`src/rtl/core/quad_x_motor_mixer_assert.svh`:
```
// Assertion macros for the quad X motor mixer.
// Expects signals named clk and rst_n in the scope of use.
`ifndef QUAD_X_MOTOR_MIXER_ASSERT_SVH
`define QUAD_X_MOTOR_MIXER_ASSERT_SVH

// Same-cycle implication, checked out of reset
`define QXM_ASSERT_IMPLY(lbl, ante, cons, msg) \
    lbl: assert property (@(posedge clk) disable iff (!rst_n) (ante) |-> (cons)) \
        else $error(msg);

// Next-cycle implication, checked out of reset
`define QXM_ASSERT_NEXT(lbl, ante, cons, msg) \
    lbl: assert property (@(posedge clk) disable iff (!rst_n) (ante) |=> (cons)) \
        else $error(msg);

`endif

```
`src/rtl/core/qxm_pkg.sv`:
```
// Shared types, constants and arithmetic helpers of the quad X motor mixer.
// No dependencies.
package qxm_pkg;

    localparam int CmdW     = 16;
    localparam int PulseW   = 12;
    localparam int MixW     = 18;       // sum of four Q2.14 words
    localparam int DivW     = 17;       // divisor and partial remainder
    localparam int ScaleW   = 14;       // reciprocal quotient bits
    localparam int DivSteps = ScaleW;   // one quotient bit per stage
    localparam int CfgIdxW  = 4;
    localparam int QDepth   = 2;
    localparam int QPtrW    = 1;
    localparam int QCntW    = 2;

    // Register indexes
    localparam logic [CfgIdxW-1:0] REG_MIN_PULSE = 4'd0;
    localparam logic [CfgIdxW-1:0] REG_MAX_PULSE = 4'd1;

    localparam logic [PulseW-1:0] MIN_PULSE_RST = 12'd1000;
    localparam logic [PulseW-1:0] MAX_PULSE_RST = 12'd2000;

    // 1.0 in Q2.14, and the unit scale used when no desaturation is needed
    localparam logic signed [MixW-1:0] ONE_Q14   = 18'sd16384;
    localparam logic [ScaleW:0]        SCALE_ONE = 15'd16384;
    // Top bits of 2^28 that start the long division (below any divisor used)
    localparam logic [DivW-1:0]        DIV_SEED  = 17'd16384;

    typedef logic signed [CmdW-1:0] cmd_word_t;
    typedef logic signed [MixW-1:0] mix_t;
    typedef logic [PulseW-1:0]      pulse_t;

    // One classified item: four mixes, largest mix as divisor, desat flag
    typedef struct packed {
        mix_t             fr;
        mix_t             fl;
        mix_t             bl;
        mix_t             br;
        logic [DivW-1:0]  den;
        logic             sat;
    } mix_word_t;

    // Queue status seen by the top level
    typedef struct packed {
        logic [QCntW-1:0] count;
        logic             full;
    } qstat_t;

    // floor(mix * scale / 2^14)
    function automatic mix_t scale_mix(mix_t mix, logic [ScaleW:0] scale);
        logic signed [MixW+ScaleW+1:0] prod;
        prod = (MixW+ScaleW+2)'(mix) * (MixW+ScaleW+2)'($signed({1'b0, scale}));
        return prod[MixW+ScaleW-1:ScaleW];
    endfunction

    // min + floor(clamp(mix) * span / 2^14), wrapped to pulse width
    function automatic pulse_t pulse_of(mix_t mix, pulse_t min_pulse, pulse_t span);
        logic [ScaleW:0]        m;
        logic [ScaleW+PulseW:0] prod;
        m    = mix[MixW-1] ? '0 : mix[ScaleW:0];
        prod = {{PulseW{1'b0}}, m} * {{(ScaleW+1){1'b0}}, span};
        return min_pulse + prod[ScaleW+PulseW-1:ScaleW];
    endfunction

endpackage

```
`src/rtl/core/qxm_if.sv`:
```
// Channel interfaces of the quad X motor mixer: commands, pulses, config writes.
// Depends on qxm_pkg.
interface qxm_cmd_if;
    import qxm_pkg::*;
    logic      valid;
    logic      ready;
    cmd_word_t throttle;
    cmd_word_t pitch;
    cmd_word_t roll;
    cmd_word_t yaw;

    modport source (output valid, output throttle, output pitch, output roll,
                    output yaw, input ready);
    modport sink   (input valid, input throttle, input pitch, input roll,
                    input yaw, output ready);
endinterface


```
`src/rtl/core/qxm_front.sv`:
```
// Front end: forms the four X-frame mixes, finds the largest, flags desaturation.
// Depends on qxm_pkg and qxm_if.
module qxm_front (
    qxm_cmd_if.sink            cmd,
    input  logic               push_ready,
    output logic               push_valid,
    output qxm_pkg::mix_word_t push_word
);
    import qxm_pkg::*;

    mix_t t, p, r, y;
    mix_t fr, fl, bl, br;
    mix_t max_a, max_b, max_all;

    // Sign extend commands to mix width
    assign t = {{(MixW-CmdW){cmd.throttle[CmdW-1]}}, cmd.throttle};
    assign p = {{(MixW-CmdW){cmd.pitch[CmdW-1]}},    cmd.pitch};
    assign r = {{(MixW-CmdW){cmd.roll[CmdW-1]}},     cmd.roll};
    assign y = {{(MixW-CmdW){cmd.yaw[CmdW-1]}},      cmd.yaw};

    // X-frame mixes
    assign fr = t + p - r - y;
    assign fl = t + p + r + y;
    assign bl = t - p + r - y;
    assign br = t - p - r + y;

    // Largest mix, two-level compare
    assign max_a   = (fr > fl) ? fr : fl;
    assign max_b   = (bl > br) ? bl : br;
    assign max_all = (max_a > max_b) ? max_a : max_b;

    always_comb
    begin
        push_word.fr  = fr;
        push_word.fl  = fl;
        push_word.bl  = bl;
        push_word.br  = br;
        push_word.den = max_all[DivW-1:0];
        push_word.sat = max_all > ONE_Q14;
    end

    assign push_valid = cmd.valid;
    assign cmd.ready  = push_ready;

endmodule

```
`src/flat_wrapper.sv`:
```
// flat-port wrapper written by rule: the top's interface ports become plain ports
module qxm_front_flat import qxm_pkg::*;
  (push_ready, push_valid, push_word, cmd_valid, cmd_throttle, cmd_pitch, cmd_roll, cmd_yaw, cmd_ready);
  qxm_cmd_if cmd_i ();
  input  logic push_ready;
  output logic push_valid;
  output qxm_pkg::mix_word_t push_word;
  input wire logic [$bits(cmd_i.valid)-1:0] cmd_valid;
  input wire logic [$bits(cmd_i.throttle)-1:0] cmd_throttle;
  input wire logic [$bits(cmd_i.pitch)-1:0] cmd_pitch;
  input wire logic [$bits(cmd_i.roll)-1:0] cmd_roll;
  input wire logic [$bits(cmd_i.yaw)-1:0] cmd_yaw;
  output wire logic [$bits(cmd_i.ready)-1:0] cmd_ready;
  assign cmd_i.valid = cmd_valid;
  assign cmd_i.throttle = cmd_throttle;
  assign cmd_i.pitch = cmd_pitch;
  assign cmd_i.roll = cmd_roll;
  assign cmd_i.yaw = cmd_yaw;
  assign cmd_ready = cmd_i.ready;
  qxm_front u_core (.cmd(cmd_i), .push_ready(push_ready), .push_valid(push_valid), .push_word(push_word));
endmodule
```
`config.mk`:
```
export PLATFORM = sky130hd
export DESIGN_NAME = qxm_front_flat
export DESIGN_NICKNAME = d
export VERILOG_FILES = /design/src/rtl/core/quad_x_motor_mixer_assert.svh /design/src/rtl/core/qxm_pkg.sv /design/src/rtl/core/qxm_if.sv /design/src/rtl/core/qxm_front.sv /design/src/flat_wrapper.sv
export SDC_FILE = /design/constraint.sdc
export NUM_CORES = 1
export LEC_CHECK = 0
export ABC_AREA = 1
export BUFFER_PORTS_ARGS = -buffer_cell sky130_fd_sc_hd__buf_2
export CORE_MARGIN = 2
export CORE_UTILIZATION = 55
export DETAILED_ROUTE_END_ITERATION = 7
export PLACE_DENSITY_LB_ADDON = 0.08
export SLEW_MARGIN = 15
export SYNTH_ARGS = -nofsm -noshare
export SYNTH_HDL_FRONTEND = slang
export SYNTH_SLANG_ARGS = --single-unit
```
`constraint.sdc`:
```
create_clock -name vclk -period 23.3
set_clock_uncertainty 0.15 [all_clocks]
set_input_delay 0 -clock vclk [all_inputs]
set_output_delay 0 -clock vclk [all_outputs]
set_load 0.01 [all_outputs]
```
# Word level (Yosys, flattened, before mapping)
# Cells that the tools add are included.
[word_totals] reg_bits=0 out_inout_bits=92 word_cells=17
[op_classes] add_sub_neg=10 n_lt_le_gt_ge=4 mux=3
[ops] cell="18-bit greater-than comparator" count=3
[ops] cell="18-bit two-way mux" count=3
[ops] cell="17-bit by 16-bit adder with 18-bit output" count=2
[ops] cell="18-bit by 16-bit adder with 18-bit output" count=2
[ops] cell="17-bit by 16-bit subtractor with 18-bit output" count=2
[ops] cell="18-bit by 16-bit subtractor with 18-bit output" count=2
[ops] cell="18-bit by 16-bit greater-than comparator with 1-bit output, second input constant" count=1
[ops] cell="16-bit by 16-bit adder with 17-bit output" count=1
[ops] cell="16-bit by 16-bit subtractor with 17-bit output" count=1

# Logic depth before layout (Yosys ltp)
[depth] word_depth=8 ltp_mapped=61 mapped_depth_nobuf=58

# Least setup slack after synthesis
# No wires, ideal clock.
[synth_path] path_kind="in2out" start="in cmd_pitch[0]" end="out push_word[0] in the netlist's numbering" arrival_ps=7422 required_time_ps=23150 slack_ps=15728 cell_stages=54 n_path_buf=2 cell_sequence="ha_1 > fa_1 > a21oi_1 > o21bai_1 > a21oi_1 > o21bai_1 > a21oi_1 > o21bai_1 > a21boi_1 > o21ai_0 > a21boi_1 > nor3_1 > nor4_1 > a21oi_1 > fa_1 > inv_1 > ha_1 > a21oi_1 > [... 18 more ...] > a21oi_1 > nor2_1 > a211oi_1 > a21oi_1 > o21ai_0 > nand3_1 > nand2_1 > nand3_1 > inv_1 > clkbuf_1 > nand3_1 > nand2_1 > nor2_1 > nand2_1 > nor2_1 > nand3_1 > nand2_1 > inv_1"
[synth_lines] element="start, declared" line="flat_wrapper.sv:10" source="input wire logic [$bits(cmd_i.pitch)-1:0] cmd_pitch;"
[synth_lines] element="end, declared" line="flat_wrapper.sv:7" source="output qxm_pkg::mix_word_t push_word;"

==> results.cfg <==
[global_routing]
grt_first_pass_wirelength_microns = 36100
grt_max_degree = 24
grt_util_all_layers_pct = 27.7
overflow = 0
grt_pass1_vias = 7438
antenna_found_initial = 0

[logic_synthesis]
yosys-top-cells-count = inv_1 (240), nand2_1 (221), ha_1 (152)
yosysTopAreaCell = ha_1
yosys_warnings = 0
synth_most_common_cell = inv_1
yosysUniqueCellTypes = 51
yosysTopAreaCellShare_pct = 23.4
syn-num-nets = 1468
yosys-top-cells-area = ha_1 (23%), fa_1 (17%), inv_1 (11%), nand2_1 (10%), xor2_1 (8.5%)
syn_avg_cell_area_sq_um = 6.89
synthCells = 1179
netlist_area_sq_um = 8130
synth-seq-area-share_pct = 0

[floorplanning]
core_sq_um = 14500
fp.dieArea_sq_um = 15800
dieHeight_microns = 126
num_rows = 44
die_w_microns = 126
start_util_pct = 56.1
io_pins = 158

[sta]
period_share_pct = 42.7
min_period_ns = 9.95
finalHoldViolations = 0
timing.fmax_mhz = 101
fin_setup_tns_ns = 0
slew_viol_final = 0
setup_ws_ns = 13.35
timing.hold.ws_ns = 0.261
max_slew_margin_pct = 35.8
rsz0062_at_grt = false
setup_viol = 0
tightest_slew_ns = 0.951

[detailed_routing]
drtPass1Iterations = 5
drtAntennaViolNets = 0
wl_microns = 21900
vias = 7818
wl_per_cell_microns = 14.6
drt-initial-drc-count = 584
met1Wirelength_microns = 10900
drc_errors = 0
highest_layer = met4
met3_length_microns = 1210
routed_via_density = 5.20
route.met2.wl_microns = 9490

[cells_and_area]
nClkBuffers = 0
num-fill-cells = 1452
multi_input_area_sq_um = 7120
nets = 1611
fin_util_pct = 62.6
diodes = 0
syn2layout_area_growth_pct = 11.5
regArea_sq_um = 0
seq_cell_count = 0
drive_gt1_share_pct = 15.1

[placed_design]
globalplace.congestion = 0.934
portBuffers = 154
hpwl_microns = 20100
dp_slack_ns = 13.48

[setup_path]
crit_path_max_incr_delay_ns = 0.64
path_buf_inv = 9
path_delay_family = compound AO/OA/AOI/OAI gates
slowest_stage = inv_1
critical_path_class = in2out
cp-end-kind = primary output
crit_path_start_kind = input pin
worstPathRequired_ns = 23.15
crit_fanout = 23
cp.arrival_ns = 9.80

[flow_run]
maxCapViolCount = 0

[hold_path]
hp-start = cmd_roll[0]
hold_path_depth = 3
hold_class = in2out
min_to = push_word[36]

[status]
status = finished clean
-- worst min-delay path: stages --
cell and delay (ns):
buf_2 0.13, ha_1 0.15, buf_2 0.13
-- kinds of logic (layout without fill, tap and decap cells) --
logic type      after synthesis  count (layout)  synth area share [%]
fa+ha+maj                   223             223                  40.9
buf+inv                     258             399                  12.3
compound gates              221             221                  16.0
xor+xnor                     92              92                  10.0
simple gates                385             385                  20.8
-- final cells by class --
cell class / instances / share of cell area (%)
multi-input combinational: 921 / 78.7
inverter: 243 / 10.1
timing repair buffer: 156 / 8.73
tap: 184 / 2.54
-- cells in the final DEF, fill, tap and decap left out, types with 4 or more instances in the layout --
cell type and count:
nor2_1 48, a211oi_1 6, fa_1 71, nand2_1 221
a31o_2 4, xnor2_1 12, xor2_1 79, inv_1 240
nand4_1 6, o21bai_1 20, a21oi_1 105, ha_1 152
nand3_2 4, nor3_1 13, nand2_2 20, o21ai_0 45
a21o_1 6, nand3_1 53, o21ai_1 7, buf_2 154
-- through the flow --
step | std cells | area (sq um)
finish | 1504 | 9060
global route | 1504 | 9060
CTS | 1504 | 9060
detailed placement | 1502 | 9040
global placement | 1502 | 9040
floorplan | 1179 | 8130
-- what timing repair did --
item / CTS / global route
hold buffers: 2 / 0
setup buffers: 0 / 0
gates resized for setup: 0 / 0
endpoints found under the hold margin: 2 / 0
-- how the worst max path moves through the flow --
stage / startpoint / end / slack [ns] / cells after the start
after floorplan: cmd_pitch[0] / push_word[0] / 15.73 / 54
after global placement: cmd_pitch[0] / push_word[0] / 13.48 / 54
after detailed placement: cmd_pitch[0] / push_word[0] / 13.48 / 54
after CTS: cmd_pitch[0] / push_word[0] / 13.46 / 54
after global routing: cmd_pitch[0] / push_word[0] / 12.30 / 54
final: cmd_pitch[0] / push_word[0] / 13.35 / 53
-- per-layer routing --
layer	vias to the layer above	global-route usage, %
met5	-	0
met4	0	3.27
met3	17	1.07
met2	248	44.2
met1	3513	43.0
li1	4040	-
Power is not shown: default switching activity piles up to over one toggle a cycle in this logic, so the estimate is an artifact.
