**config.mk**
```make
export PLATFORM = sky130hd
export DESIGN_NAME = qxm_queue
export DESIGN_NICKNAME = d
export VERILOG_FILES = /design/src/rtl/core/quad_x_motor_mixer_assert.svh /design/src/rtl/core/qxm_pkg.sv /design/src/rtl/core/qxm_queue.sv
export SDC_FILE = /design/constraint.sdc
export NUM_CORES = 1
export LEC_CHECK = 0
export BUFFER_PORTS_ARGS = -buffer_cell sky130_fd_sc_hd__buf_2
export CORE_MARGIN = 2
export CORE_UTILIZATION = 35
export DETAILED_ROUTE_END_ITERATION = 8
export PLACE_DENSITY = 0.68
export SLEW_MARGIN = 10
export SYNTH_ARGS = -nofsm -noshare
export SYNTH_HDL_FRONTEND = slang
export SYNTH_SLANG_ARGS = --single-unit
```
**constraint.sdc**
```tcl
create_clock -name clk -period 12 [get_ports clk]
set_clock_uncertainty 0.1 [all_clocks]
set_input_delay 2.4 -clock clk [delete_from_list [all_inputs] [get_ports clk]]
set_output_delay 2.4 -clock clk [all_outputs]
set_load 0.03 [all_outputs]
```
**src/rtl/core/quad_x_motor_mixer_assert.svh**
```systemverilog
// Assertion macros for the quad X motor mixer.
// Expects signals named clk and rst_n in the scope of use.
`ifndef QUAD_X_MOTOR_MIXER_ASSERT_SVH
`define QUAD_X_MOTOR_MIXER_ASSERT_SVH

// Same-cycle implication, checked out of reset
`define QXM_ASSERT_IMPLY(lbl, ante, cons, msg) \
    lbl: assert property (@(posedge clk) disable iff (!rst_n) (ante) |-> (cons)) \
        else $error(msg);

// Next-cycle implication, checked out of reset
`define QXM_ASSERT_NEXT(lbl, ante, cons, msg) \
    lbl: assert property (@(posedge clk) disable iff (!rst_n) (ante) |=> (cons)) \
        else $error(msg);

`endif

```
**src/rtl/core/qxm_pkg.sv**
```systemverilog
// Shared types, constants and arithmetic helpers of the quad X motor mixer.
// No dependencies.
package qxm_pkg;

    localparam int CmdW     = 16;
    localparam int PulseW   = 12;
    localparam int MixW     = 18;       // sum of four Q2.14 words
    localparam int DivW     = 17;       // divisor and partial remainder
    localparam int ScaleW   = 14;       // reciprocal quotient bits
    localparam int DivSteps = ScaleW;   // one quotient bit per stage
    localparam int CfgIdxW  = 4;
    localparam int QDepth   = 2;
    localparam int QPtrW    = 1;
    localparam int QCntW    = 2;

    // Register indexes
    localparam logic [CfgIdxW-1:0] REG_MIN_PULSE = 4'd0;
    localparam logic [CfgIdxW-1:0] REG_MAX_PULSE = 4'd1;

    localparam logic [PulseW-1:0] MIN_PULSE_RST = 12'd1000;
    localparam logic [PulseW-1:0] MAX_PULSE_RST = 12'd2000;

    // 1.0 in Q2.14, and the unit scale used when no desaturation is needed
    localparam logic signed [MixW-1:0] ONE_Q14   = 18'sd16384;
    localparam logic [ScaleW:0]        SCALE_ONE = 15'd16384;
    // Top bits of 2^28 that start the long division (below any divisor used)
    localparam logic [DivW-1:0]        DIV_SEED  = 17'd16384;

    typedef logic signed [CmdW-1:0] cmd_word_t;
    typedef logic signed [MixW-1:0] mix_t;
    typedef logic [PulseW-1:0]      pulse_t;

    // One classified item: four mixes, largest mix as divisor, desat flag
    typedef struct packed {
        mix_t             fr;
        mix_t             fl;
        mix_t             bl;
        mix_t             br;
        logic [DivW-1:0]  den;
        logic             sat;
    } mix_word_t;

    // Queue status seen by the top level
    typedef struct packed {
        logic [QCntW-1:0] count;
        logic             full;
    } qstat_t;

    // floor(mix * scale / 2^14)
    function automatic mix_t scale_mix(mix_t mix, logic [ScaleW:0] scale);
        logic signed [MixW+ScaleW+1:0] prod;
        prod = (MixW+ScaleW+2)'(mix) * (MixW+ScaleW+2)'($signed({1'b0, scale}));
        return prod[MixW+ScaleW-1:ScaleW];
    endfunction

    // min + floor(clamp(mix) * span / 2^14), wrapped to pulse width
    function automatic pulse_t pulse_of(mix_t mix, pulse_t min_pulse, pulse_t span);
        logic [ScaleW:0]        m;
        logic [ScaleW+PulseW:0] prod;
        m    = mix[MixW-1] ? '0 : mix[ScaleW:0];
        prod = {{PulseW{1'b0}}, m} * {{(ScaleW+1){1'b0}}, span};
        return min_pulse + prod[ScaleW+PulseW-1:ScaleW];
    endfunction

endpackage

```
**src/rtl/core/qxm_queue.sv**
```systemverilog
// Two-entry queue between front and back; either side may stall on its own.
// Depends on qxm_pkg.
module qxm_queue (
    input  logic               clk,
    input  logic               rst_n,
    input  logic               push_valid,
    input  qxm_pkg::mix_word_t push_word,
    output logic               push_ready,
    output logic               head_valid,
    output qxm_pkg::mix_word_t head_word,
    input  logic               head_take,
    output qxm_pkg::qstat_t    stat
);
    import qxm_pkg::*;

    mix_word_t        entry_reg [QDepth];
    logic [QPtrW-1:0] wr_ptr_reg, wr_ptr_next;
    logic [QPtrW-1:0] rd_ptr_reg, rd_ptr_next;
    logic [QCntW-1:0] cnt_reg, cnt_next;
    logic             push, pop;

    assign push_ready = cnt_reg != QCntW'(QDepth);
    assign head_valid = cnt_reg != '0;
    assign head_word  = entry_reg[rd_ptr_reg];
    assign push       = push_valid && push_ready;
    assign pop        = head_take && head_valid;

    // Pointer and occupancy update
    always_comb
    begin
        wr_ptr_next = push ? wr_ptr_reg + 1'b1 : wr_ptr_reg;
        rd_ptr_next = pop  ? rd_ptr_reg + 1'b1 : rd_ptr_reg;
        cnt_next    = cnt_reg + QCntW'(push) - QCntW'(pop);
    end

    always_ff @(posedge clk or negedge rst_n)
    begin
        if (!rst_n)
        begin
            wr_ptr_reg <= '0;
            rd_ptr_reg <= '0;
            cnt_reg    <= '0;
        end
        else
        begin
            wr_ptr_reg <= wr_ptr_next;
            rd_ptr_reg <= rd_ptr_next;
            cnt_reg    <= cnt_next;
        end
    end

    // Entry storage
    always_ff @(posedge clk)
    begin
        if (push)
        begin
            entry_reg[wr_ptr_reg] <= push_word;
        end
    end

    assign stat.count = cnt_reg;
    assign stat.full  = !push_ready;

endmodule

```
Word level (Yosys, flattened, before mapping) --
Memories as Yosys holds them, arrays and structs flattened. Index checks and enable logic that the tools add are counted.
Cells by class: shift operators 0, $lt $le $gt $ge 0, equal/unequal tests 1, reduce and logical (&&, ||, !) cells 4, divide/modulo/power cells 0, $add $sub $neg 4, bitwise logic cells 0, multiplexer cells 2, multipliers 0
Operators with widths (number):
- 1-bit adder, second input constant | 2
- 2-bit by 1-bit adder with 2-bit output | 1
- 1-bit logical AND | 2
- 1-bit two-way mux | 2
- 2-bit != test, second input constant | 1
- 2-bit nonzero test | 1
- 2-bit by 1-bit subtractor with 2-bit output | 1
- 1-bit logical NOT | 1
Word-level totals: bits in registers 4, output and inout port bits 95, memories kept 1, input bits 94, ROM bits 0, bits in latches 0, logic and storage cells 15, bits in writable memories 180
Memories:
- entry_reg | words 2, width 90, read ports 1, clocked after Yosys merged registers in 0, wr ports 1, line qxm_queue.sv:16 | mix_word_t entry_reg [QDepth];

Depth between registers and ports, before layout --
Gate-level depths: netlist of the first run.
depth after elaboration 4, mapped depth 7, depth with buffers taken out 7

Worst setup path after synthesis of the first run --
No wires, ideal clock.
path type input port to flip-flop, start in push_valid, end mem entry_reg[0][0] in the netlist's numbering (enable), required time 11360 ps, buffers on the path 0, setup slack 5103 ps, setup time 540 ps, arrival 6257 ps, stages 2, cells stage by stage nand2_1 -> nor2_1
On the way: longest elaborated chain between the ends 3
Ends and longest elaborated chain:
- start, declared | line qxm_queue.sv:6 | input logic push_valid,
- 1-bit logical AND | line qxm_queue.sv:25 | assign push = push_valid && push_ready;
- 1-bit two-way mux | line qxm_queue.sv:55 | if (push)
- 1-bit two-way mux (not written as such) | line qxm_queue.sv:57 | entry_reg[wr_ptr_reg] <= push_word;
- end, declared | line qxm_queue.sv:16
Every way passes these cells.

==> flow_summary_export.csv, run 1 <==
group,metric,value,unit
status,outcome,"finished clean",
synth,synth_seq_cells,184,
grt,overflow,0,
clocking,ctsHoldBuffers,0,
critical_path,arrival,2760,ps
layout,drive_gt1_frac,0.611,
critical_path,setup.worst_path.start_class,"register",
layout,synthToLayoutAreaGrowth,23.2,%
pwr,p_clk_frac,0.209,
critical_path,cp.required,9500,ps
sta,hold_viol,0,
sta,finalMaxSlewViolations,0,
routing,drtIter0Drc,107,
placement,place_area,8290,um2
clocking,clk_latency,410,ps
floorplan,dieWidth,147,um
routing,post_drt_wl_per_cell,16.4,um
grt,grt_pass1_vias,3799,
flow_run,drv_cap,0,
sta,maxSlewHeadroom,0.301,
floorplan,die_area,21600,um2
floorplan,dieHeight,147,um
sta,rsz0062_at_grt,"false",
synth,synth_nets,394,
synth,syn_inst,298,
critical_path,worstSetupPathType,"register to primary output",
sta,period_needed,5260,ps
clocking,clockRootBuffer,"clkbuf_16",
routing,drt-pass1-iter-count,4,
pwr,p_sw,0.000839,W
clocking,clk_pin_slew,60,ps
clocking,cts_tree,"built",
clocking,cts-htree-levels,4,
routing,route.vias.total,3412,
routing,drtAntennaViolNets,0,
pwr,irDropWorstVdd,0.165,mV
sta,final-setup-viol-count,0,
critical_path,end_kind,"primary output",
clocking,clkSinkCount,184,
sta,tightest_slew,1050,ps
synth,ys_types,16,
clocking,ctsResizeCount,0,
layout,fillCellCount,1759,
hold_path,hold_class,"register to register",
pwr,pwr-share-seq,0.413,
pwr,swShare,0.358,
hold_path,holdPathStages,1,
pwr,power_frac_comb,0.378,
sta,finalSetupTns,0,ps
placement,dp_hpwl,8790,um
clocking,numCtsBuffers,17,
floorplan,rows,52,
synth,synth-seq-area-share,0.770,
routing,wl,12800,um
pwr,cellLeakagePower,3.51,nW
clocking,cts_max_path_buffers,2,
routing,drcViolationCount,0,
pwr,p_int,0.00150,W
floorplan,fp.coreArea,20100,um2
grt,grt_first_pass_wirelength,19700,um
placement,io_buffers,188,
sta,max_freq,190,MHz
sta,fin_crit_sh,0.438,
layout,largest_register_ffs,180,
critical_path,reg2regPathDepth,4,
floorplan,num_io_pins,189,
synth,syn-cell-area,7150,um2
clocking,cts_setup_buffers,0,
critical_path,critPathMaxFanout,56,
floorplan,start_util,0.355,
layout,nets,595,
placement,gp_congestion,0.689,
grt,grt_usage,0.121,
grt,grt_max_degree,57,
pwr,powerDensity,266,nW/um2
layout,layout_commonest_cell,"buf_2",
layout,layout_common_cells,"buf_2 (188), edfxtp_1 (180), mux2_4 (89)",
routing,via_per_inst,4.36,
layout,fin_area,8810,um2
synth,synth.avg_cell_area,24.0,um2
synth,yosys_warnings,0,
grt,grt_antenna_before_repair,0,
## area by class of cell
cell class              instances  area (um2)  area share
flip-flops and latches        184        5510       0.626
clock buffers                  19         433      0.0492
clock inverters                12        78.8     0.00895
well taps                     270         338      0.0384
multi-input cells             102        1460       0.165
diodes                          1        2.50    0.000284
inverters                       2        7.51    0.000852
repair buffers                192         983       0.112
## logic make-up (layout without fill, tap and decap cells)
group | count (synthesis) | count (layout) | share of synthesized area
fa+ha+maj | 2 | 2 | 0.00350
simple gates | 6 | 6 | 0.00490
buf+inv | 12 | 225 | 0.0278
other cells | 0 | 1 | 0
flops | 184 | 184 | 0.770
mux | 90 | 90 | 0.189
xor+xnor | 4 | 4 | 0.00490
## Yosys cell counts, drive strengths merged
cell    instances  area [um2]
edfxtp        180        5410
mux2           90        1350
buf            10         191
dfrtp           4         100
xnor2           3        26.3
ha              2        25.0
inv             2        7.51
and2            1        8.76
and3            1        6.26
nand2           1        3.75
nand2b          1        6.26
nor2            1        3.75
or2             1        6.26
xor2            1        8.76
## layer usage
layer | vias up | track usage | part of all wire
met4 | 0 | 0.0442 | 0.015
met5 | - | 0 | 0
met2 | 124 | 0.208 | 0.51
met3 | 10 | 0.0500 | 0.075
li1 | 1574 | - | -
met1 | 1704 | 0.134 | 0.40
## final timing paths
path                            start               end  slack, ps
setup / recovery           rd_ptr_reg     head_word[14]       6740
max in group asynchronous       rst_n        rd_ptr_reg       9980
min in group asynchronous       rst_n        cnt_reg[1]       1680
hold / removal             cnt_reg[1]        cnt_reg[1]        430
hold reg to reg            cnt_reg[1]        cnt_reg[1]        430
setup reg to reg           cnt_reg[0]  entry_reg[0][35]       9550
## critical path, stage by stage, from the launching register on
cell     delay [ps]
dfrtp_4        1100
buf_4           700
mux2_4          360
buf_2           180
## stage by stage
stage | hold slack (ps) | instances | utilization | setup slack (ps) | power, W
floorplan | 361 | 298 | - | 5100 | 0.00172
global placement | 395 | 749 | 0.412 | 7110 | 0.00186
detailed placement | 419 | 750 | 0.412 | 7080 | 0.00189
CTS | 429 | 781 | 0.438 | 6630 | 0.00238
global route | 451 | 781 | 0.438 | 6560 | 0.00245
finish | 433 | 782 | 0.438 | 6740 | 0.00234
## power by group through the flow
stage                     combinational (W)  clock, W  sequential, W
after global placement             0.000884         0       0.000981
after CTS                          0.000902  0.000505       0.000974
after detailed placement           0.000900         0       0.000988
after global routing               0.000936  0.000532       0.000987
after floorplan                    0.000774         0       0.000943
final                              0.000886  0.000489       0.000969
Power figures use the tool's default switching activity.
==> inputs of run 2 (changes only) <==
==> constraint.sdc (replaced) <==
create_clock -name clk -period 5.2 [get_ports clk]
set_clock_uncertainty 0.1 [all_clocks]
set_input_delay 1.04 -clock clk [delete_from_list [all_inputs] [get_ports clk]]
set_output_delay 1.04 -clock clk [all_outputs]
set_load 0.03 [all_outputs]
==> run 2 against run 1 <==
Net effect: global-route usage decreased by 0.11 points; sequential share of layout area decreased by 0.59 points; final cell count unchanged; die area unchanged.
==> flow_summary_export.csv, run 2 (synthesized netlist as in run 1, its figures left out) <==
group,metric,value,unit
clocking,ctsResizeCount,0,
critical_path,critPathMaxFanout,48,
routing,wl_met2,6320,um
floorplan,num_io_pins,189,
floorplan,fp.coreArea,20100,um2
routing,via_per_inst,4.32,
routing,highest-signal-layer,"met4",
floorplan,dieWidth,147,um
layout,layout_commonest_cell,"buf_2",
sta,tightest_slew,856,ps
clocking,clockRootBuffer,"clkbuf_16",
clocking,cts-htree-levels,4,
clocking,cts_max_path_buffers,2,
routing,drtIter0Drc,142,
sta,rsz0062_at_grt,"false",
clocking,cts_setup_buffers,0,
sta,period_needed,3520,ps
layout,largest_register_ffs,180,
pwr,irDropWorstVdd,0.489,mV
floorplan,die_area,21600,um2
clocking,ctsHoldBuffers,0,
floorplan,start_util,0.355,
routing,wl_met1,5250,um
pwr,powerDensity,624,nW/um2
status,outcome,"finished clean",
routing,route.vias.total,3378,
floorplan,dieHeight,147,um
layout,layout_common_cells,"buf_2 (188), edfxtp_1 (180), mux2_4 (89)",
critical_path,reg2regPathDepth,3,
sta,finalSetupTns,0,ps
layout,multiInputGateArea,1460,um2
grt,grt_max_degree,57,
routing,wl,12600,um
sta,max_freq,284,MHz
placement,gp_congestion,0.687,
clocking,numCtsBuffers,17,
sta,fin_crit_sh,0.677,
sta,finalMaxSlewViolations,0,
placement,io_buffers,188,
layout,synthToLayoutAreaGrowth,24.4,%
clocking,cts_tree,"built",
grt,grt_first_pass_wirelength,19500,um
pwr,cellLeakagePower,3.56,nW
routing,dr_wl_met3,887,um
critical_path,end_kind,"primary output",
routing,post_drt_wl_per_cell,16.1,um
clocking,clkSinkCount,184,
floorplan,rows,52,
layout,fin_util,0.442,
layout,drive_gt1_frac,0.614,
clocking,clk_pin_slew,70,ps
critical_path,setup.worst_path.start_class,"register",
sta,maxSlewHeadroom,0.429,
grt,grt_pass1_vias,3693,
grt,overflow,0,
routing,drt-pass1-iter-count,4,
routing,drcViolationCount,0,
flow_run,drv_cap,0,
layout,seqCellArea,5510,um2
layout,fillCellCount,1754,
critical_path,worstSetupPathType,"register to primary output",
hold_path,hold_class,"input pin to asynchronous set/reset pin",
sta,hold_viol,0,
grt,grt_antenna_before_repair,0,
critical_path,cp.required,4060,ps
critical_path,arrival,2380,ps
clocking,clk_latency,420,ps
layout,nets,595,
routing,drtAntennaViolNets,0,
placement,dp_hpwl,8590,um
pwr,power,0.00555,W
grt,grt_usage,0.120,
sta,final-setup-viol-count,0,
[run 2: cell count changes in the layout (fill, tap and decap cells not counted), sizes merged]
cell	change
bufinv	+3
clkinv	-3
clkinvlp	-1
inv	+1
[run 2: report_power, final]
group	leakage (nW)	switching, W	internal, W	total, W
registers	1.72	0.000182	0.00203	0.00221
logic	1.56	0.00123	0.000836	0.00206
clock network	0.281	0.000520	0.000754	0.00127
total	3.56	0.00193	0.00362	0.00555
[run 2: final timing paths]
check                      startpoint                to  slack [ps]
min reg2reg                cnt_reg[1]        cnt_reg[1]         430
max                        rd_ptr_reg     head_word[78]        1680
max in group asynchronous       rst_n        rd_ptr_reg        4550
min in group clk           cnt_reg[1]        cnt_reg[1]         430
min                             rst_n        wr_ptr_reg         310
max reg2reg                cnt_reg[0]  entry_reg[1][72]        2850
[run 2: worst max-delay path, stage by stage, from the launching register on]
cell,delay [ps]
dfrtp_4,990
buf_12,400
mux2_4,340
buf_2,180
[run 2: cell type report]
type / instances / area share
sequential: 184 / 0.620
clock inverter: 12 / 0.0169
tap: 270 / 0.0380
clock buffer: 19 / 0.0487
timing repair buffer: 192 / 0.112
inverter: 2 / 0.000844
multi-input combinational: 102 / 0.164
antenna: 1 / 0.000281
[run 2: stage by stage]
step | setup WS (ps) | hold WS [ps] | area [um2] | cells
global route | 1540 | 284 | 8890 | 781
global placement | 2100 | 397 | 8310 | 750
CTS | 1620 | 288 | 8890 | 781
finish | 1680 | 310 | 8890 | 782
floorplan | 1180 | 379 | 7150 | 298
detailed placement | 2090 | 408 | 8310 | 750
[run 2: routing by layer]
layer  track usage  vias up
met3        0.0475       14
met2         0.203      117
li1              -     1577
met1         0.140     1670
met5             0        -
met4        0.0399        0
==> inputs of run 3 (changes only) <==
--- a/config.mk
+++ b/config.mk
@@ -5,11 +5,12 @@
 export SDC_FILE = /design/constraint.sdc
 export NUM_CORES = 1
 export LEC_CHECK = 0
+export ABC_AREA = 1
 export BUFFER_PORTS_ARGS = -buffer_cell sky130_fd_sc_hd__buf_2
 export CORE_MARGIN = 2
 export CORE_UTILIZATION = 35
 export DETAILED_ROUTE_END_ITERATION = 8
-export PLACE_DENSITY = 0.68
+export PLACE_DENSITY = 0.7
 export SLEW_MARGIN = 10
 export SYNTH_ARGS = -nofsm -noshare
 export SYNTH_HDL_FRONTEND = slang
==> constraint.sdc (replaced) <==
create_clock -name clk -period 3.2 [get_ports clk]
set_clock_uncertainty 0.1 [all_clocks]
set_input_delay 0.64 -clock clk [delete_from_list [all_inputs] [get_ports clk]]
set_output_delay 0.64 -clock clk [all_outputs]
set_load 0.03 [all_outputs]
==> run 3 against run 2 <==
Net effect: utilization is 0.34 points higher; largest power group unchanged; final cell count grew 25%; power increased by 61%; highest routed layer unchanged; synthesized cell count increased by 68%; clock power is 64% higher; largest cell class unchanged; flip-flop and latch count is the same; critical endpoint is now head_word[17]; sequential share of layout area is 2.0 points higher.
==> flow_summary_export.csv, run 3 <==
group,metric,value,unit
critical_path,cp.required,2460,ps
layout,multiInputGateArea,1110,um2
sta,tightest_slew,732,ps
floorplan,dieHeight,144,um
floorplan,num_io_pins,189,
layout,fillCellCount,1759,
synth,dominantRegCellSynth,"edfxtp_1",
sta,whs,308,ps
routing,drt-pass1-iter-count,4,
sta,hold_viol,0,
pwr,power,0.00894,W
clocking,ctsResizeCount,0,
layout,layout_common_cells,"nand2_1 (283), buf_2 (188), edfxtp_1 (180)",
critical_path,slowest_stage,"dfrtp_4",
clocking,cts-htree-levels,4,
hold_path,holdPathStages,1,
critical_path,critPathMaxFanout,31,
critical_path,setup.worst_path.start_class,"register",
layout,drive_gt1_frac,0.323,
routing,route.vias.total,4181,
synth,synth_most_common_cell,"nand2_1",
synth,synthTopCellsByArea,"edfxtp_1 (79%), nand2_1 (16%), clkbuf_8 (1.8%)",
grt,overflow,0,
synth,syn-cell-area,6830,um2
hold_path,worstHoldStart,"push_word[74]",
routing,drtAntennaViolNets,0,
layout,synthToLayoutAreaGrowth,26.2,%
synth,ys_async_sr_fraction,0.0217,
clocking,cts_tree,"built",
synth,synth_edf_count,180,
synth,ys_types,11,
critical_path,slowest_delay,640,ps
synth,ys_top_cells_by_count,"nand2_1 (283), edfxtp_1 (180), buf_2 (9), clkbuf_8 (9), inv_1 (9)",
hold_path,whs_endpoint,"entry_reg[1][74]",
layout,nets,794,
floorplan,fp.coreArea,19300,um2
sta,period_needed,2890,ps
floorplan,die_area,20600,um2
critical_path,reg2reg_from,"cnt_reg[0]",
pwr,irDropWorstVdd,0.442,mV
synth,syn_inst,502,
sta,final-setup-viol-count,0,
synth,synth_nets,598,
routing,wl,13400,um
critical_path,crit_chain,"inv_2 -> buf_4 -> nand2_1 -> nand2_1 -> buf_2",
placement,io_buffers,188,
clocking,clk_latency,410,ps
synth,synth_top_area_frac,0.791,
placement,dp_hpwl,8460,um
clocking,cts_setup_buffers,0,
critical_path,crit_family,"buffers and inverters",
critical_path,reg2regPathDepth,6,
clocking,clockRootBuffer,"clkbuf_16",
sta,finalWorstSetupSlack,313,ps
status,outcome,"finished clean",
floorplan,rows,51,
synth,yosys_warnings,0,
placement,dpl_worst_slack,548,ps
layout,antenna-diode-count,0,
sta,maxSlewHeadroom,0.512,
clocking,numCtsBuffers,17,
synth,synth_seq_cells,184,
pwr,powerDensity,1040,nW/um2
layout,seqCellArea,5510,um2
synth,synth.avg_cell_area,13.6,um2
placement,gp_congestion,0.731,
synth,synth-seq-area-share,0.806,
hold_path,hold_class,"input pin to register",
critical_path,path_buf_inv,3,
grt,grt_pass1_vias,4036,
sta,max_freq,346,MHz
floorplan,dieWidth,144,um
grt,grt_first_pass_wirelength,20100,um
pwr,cellLeakagePower,3.71,nW
grt,grt_max_degree,91,
routing,via_per_inst,4.28,
critical_path,end_kind,"primary output",
floorplan,start_util,0.353,
sta,finalMaxSlewViolations,0,
clocking,cts_max_path_buffers,2,
clocking,clk_pin_slew,70,ps
sta,fin_crit_sh,0.902,
critical_path,worstSetupPathType,"register to primary output",
critical_path,r2r_slack,750,ps
routing,drtIter0Drc,205,
sta,finalSetupTns,0,ps
critical_path,rr_endpoint,"entry_reg[0][23]",
layout,layout_commonest_cell,"nand2_1",
critical_path,arrival,2150,ps
grt,grt_antenna_before_repair,0,
clocking,clkSinkCount,184,
sta,rsz0062_at_grt,"false",
critical_path,cpMostUsedCell,"nand2_1",
layout,largest_register_ffs,180,
flow_run,drv_cap,0,
routing,post_drt_wl_per_cell,13.7,um
synth,yosys.area.top_type,"edfxtp_1",
grt,grt_usage,0.129,
routing,drcViolationCount,0,
clocking,ctsHoldBuffers,1,
run 3: cell count changes after synthesis, sizes merged:
cell / change
nand2b: -1
clkbuf: +9
and2: -1
mux2: -90
xor2: -1
or2: -1
inv: +8
and3: -1
nand3: +3
xnor2: -3
nand2: +282
run 3: layout make-up:
cell class | instances | share of cell area
repair buffers | 196 | 0.119
inverters | 10 | 0.00479
multi-input cells | 289 | 0.129
clock buffers | 17 | 0.0494
flip-flops and latches | 184 | 0.639
clock inverters | 15 | 0.0193
well taps | 265 | 0.0385
run 3: layer usage:
layer / up-vias / global-route usage / share of wire
met5: - / 0 / 0
met4: 0 / 0.0423 / 0.010
met3: 14 / 0.0420 / 0.059
met2: 125 / 0.220 / 0.50
met1: 1962 / 0.156 / 0.43
li1: 2080 / - / -
run 3: worst reg2reg max path, stage by stage, from the launching register on:
cell	delay (ps)
dfrtp_1	380
inv_1	70
nand2_1	110
nand3_1	150
clkinvlp_4	90
buf_4	540
buf_4	630
run 3: logic make-up after synthesis:
kind of cell,Yosys count,synth area share
fa+ha+maj,2,0.00366
buf+inv,29,0.0319
flops,184,0.806
simple gates,287,0.158
run 3: through the flow:
stage | utilization | instances | instance area [um2]
6_report | 0.446 | 976 | 8620
3_5_place_dp | 0.414 | 943 | 8010
3_3_place_gp | 0.414 | 943 | 8010
2_1_floorplan | - | 502 | 6840
4_1_cts | 0.446 | 976 | 8620
5_1_grt | 0.446 | 976 | 8620
run 3: where the power goes:
| group | switching (W) | internal [W] |
|---|---|---|
| logic | 0.00257 | 0.000819 |
| registers | 0.000179 | 0.00329 |
| clock network | 0.000912 | 0.00117 |
run 3: how the worst max path moves through the flow:
| stage | startpoint | end | slack, ps | cells past startpoint |
|---|---|---|---|---|
| final | rd_ptr_reg | head_word[17] | 310 | 5 |
| after detailed placement | push_valid | entry_reg[0][35] | 550 | 5 |
| after floorplan | cnt_reg[0] | entry_reg[1][0] | 260 | 4 |
| after global routing | rd_ptr_reg | head_word[17] | 170 | 5 |
| after global placement | push_valid | entry_reg[0][37] | 570 | 5 |
| after CTS | rd_ptr_reg | head_word[2] | 230 | 5 |
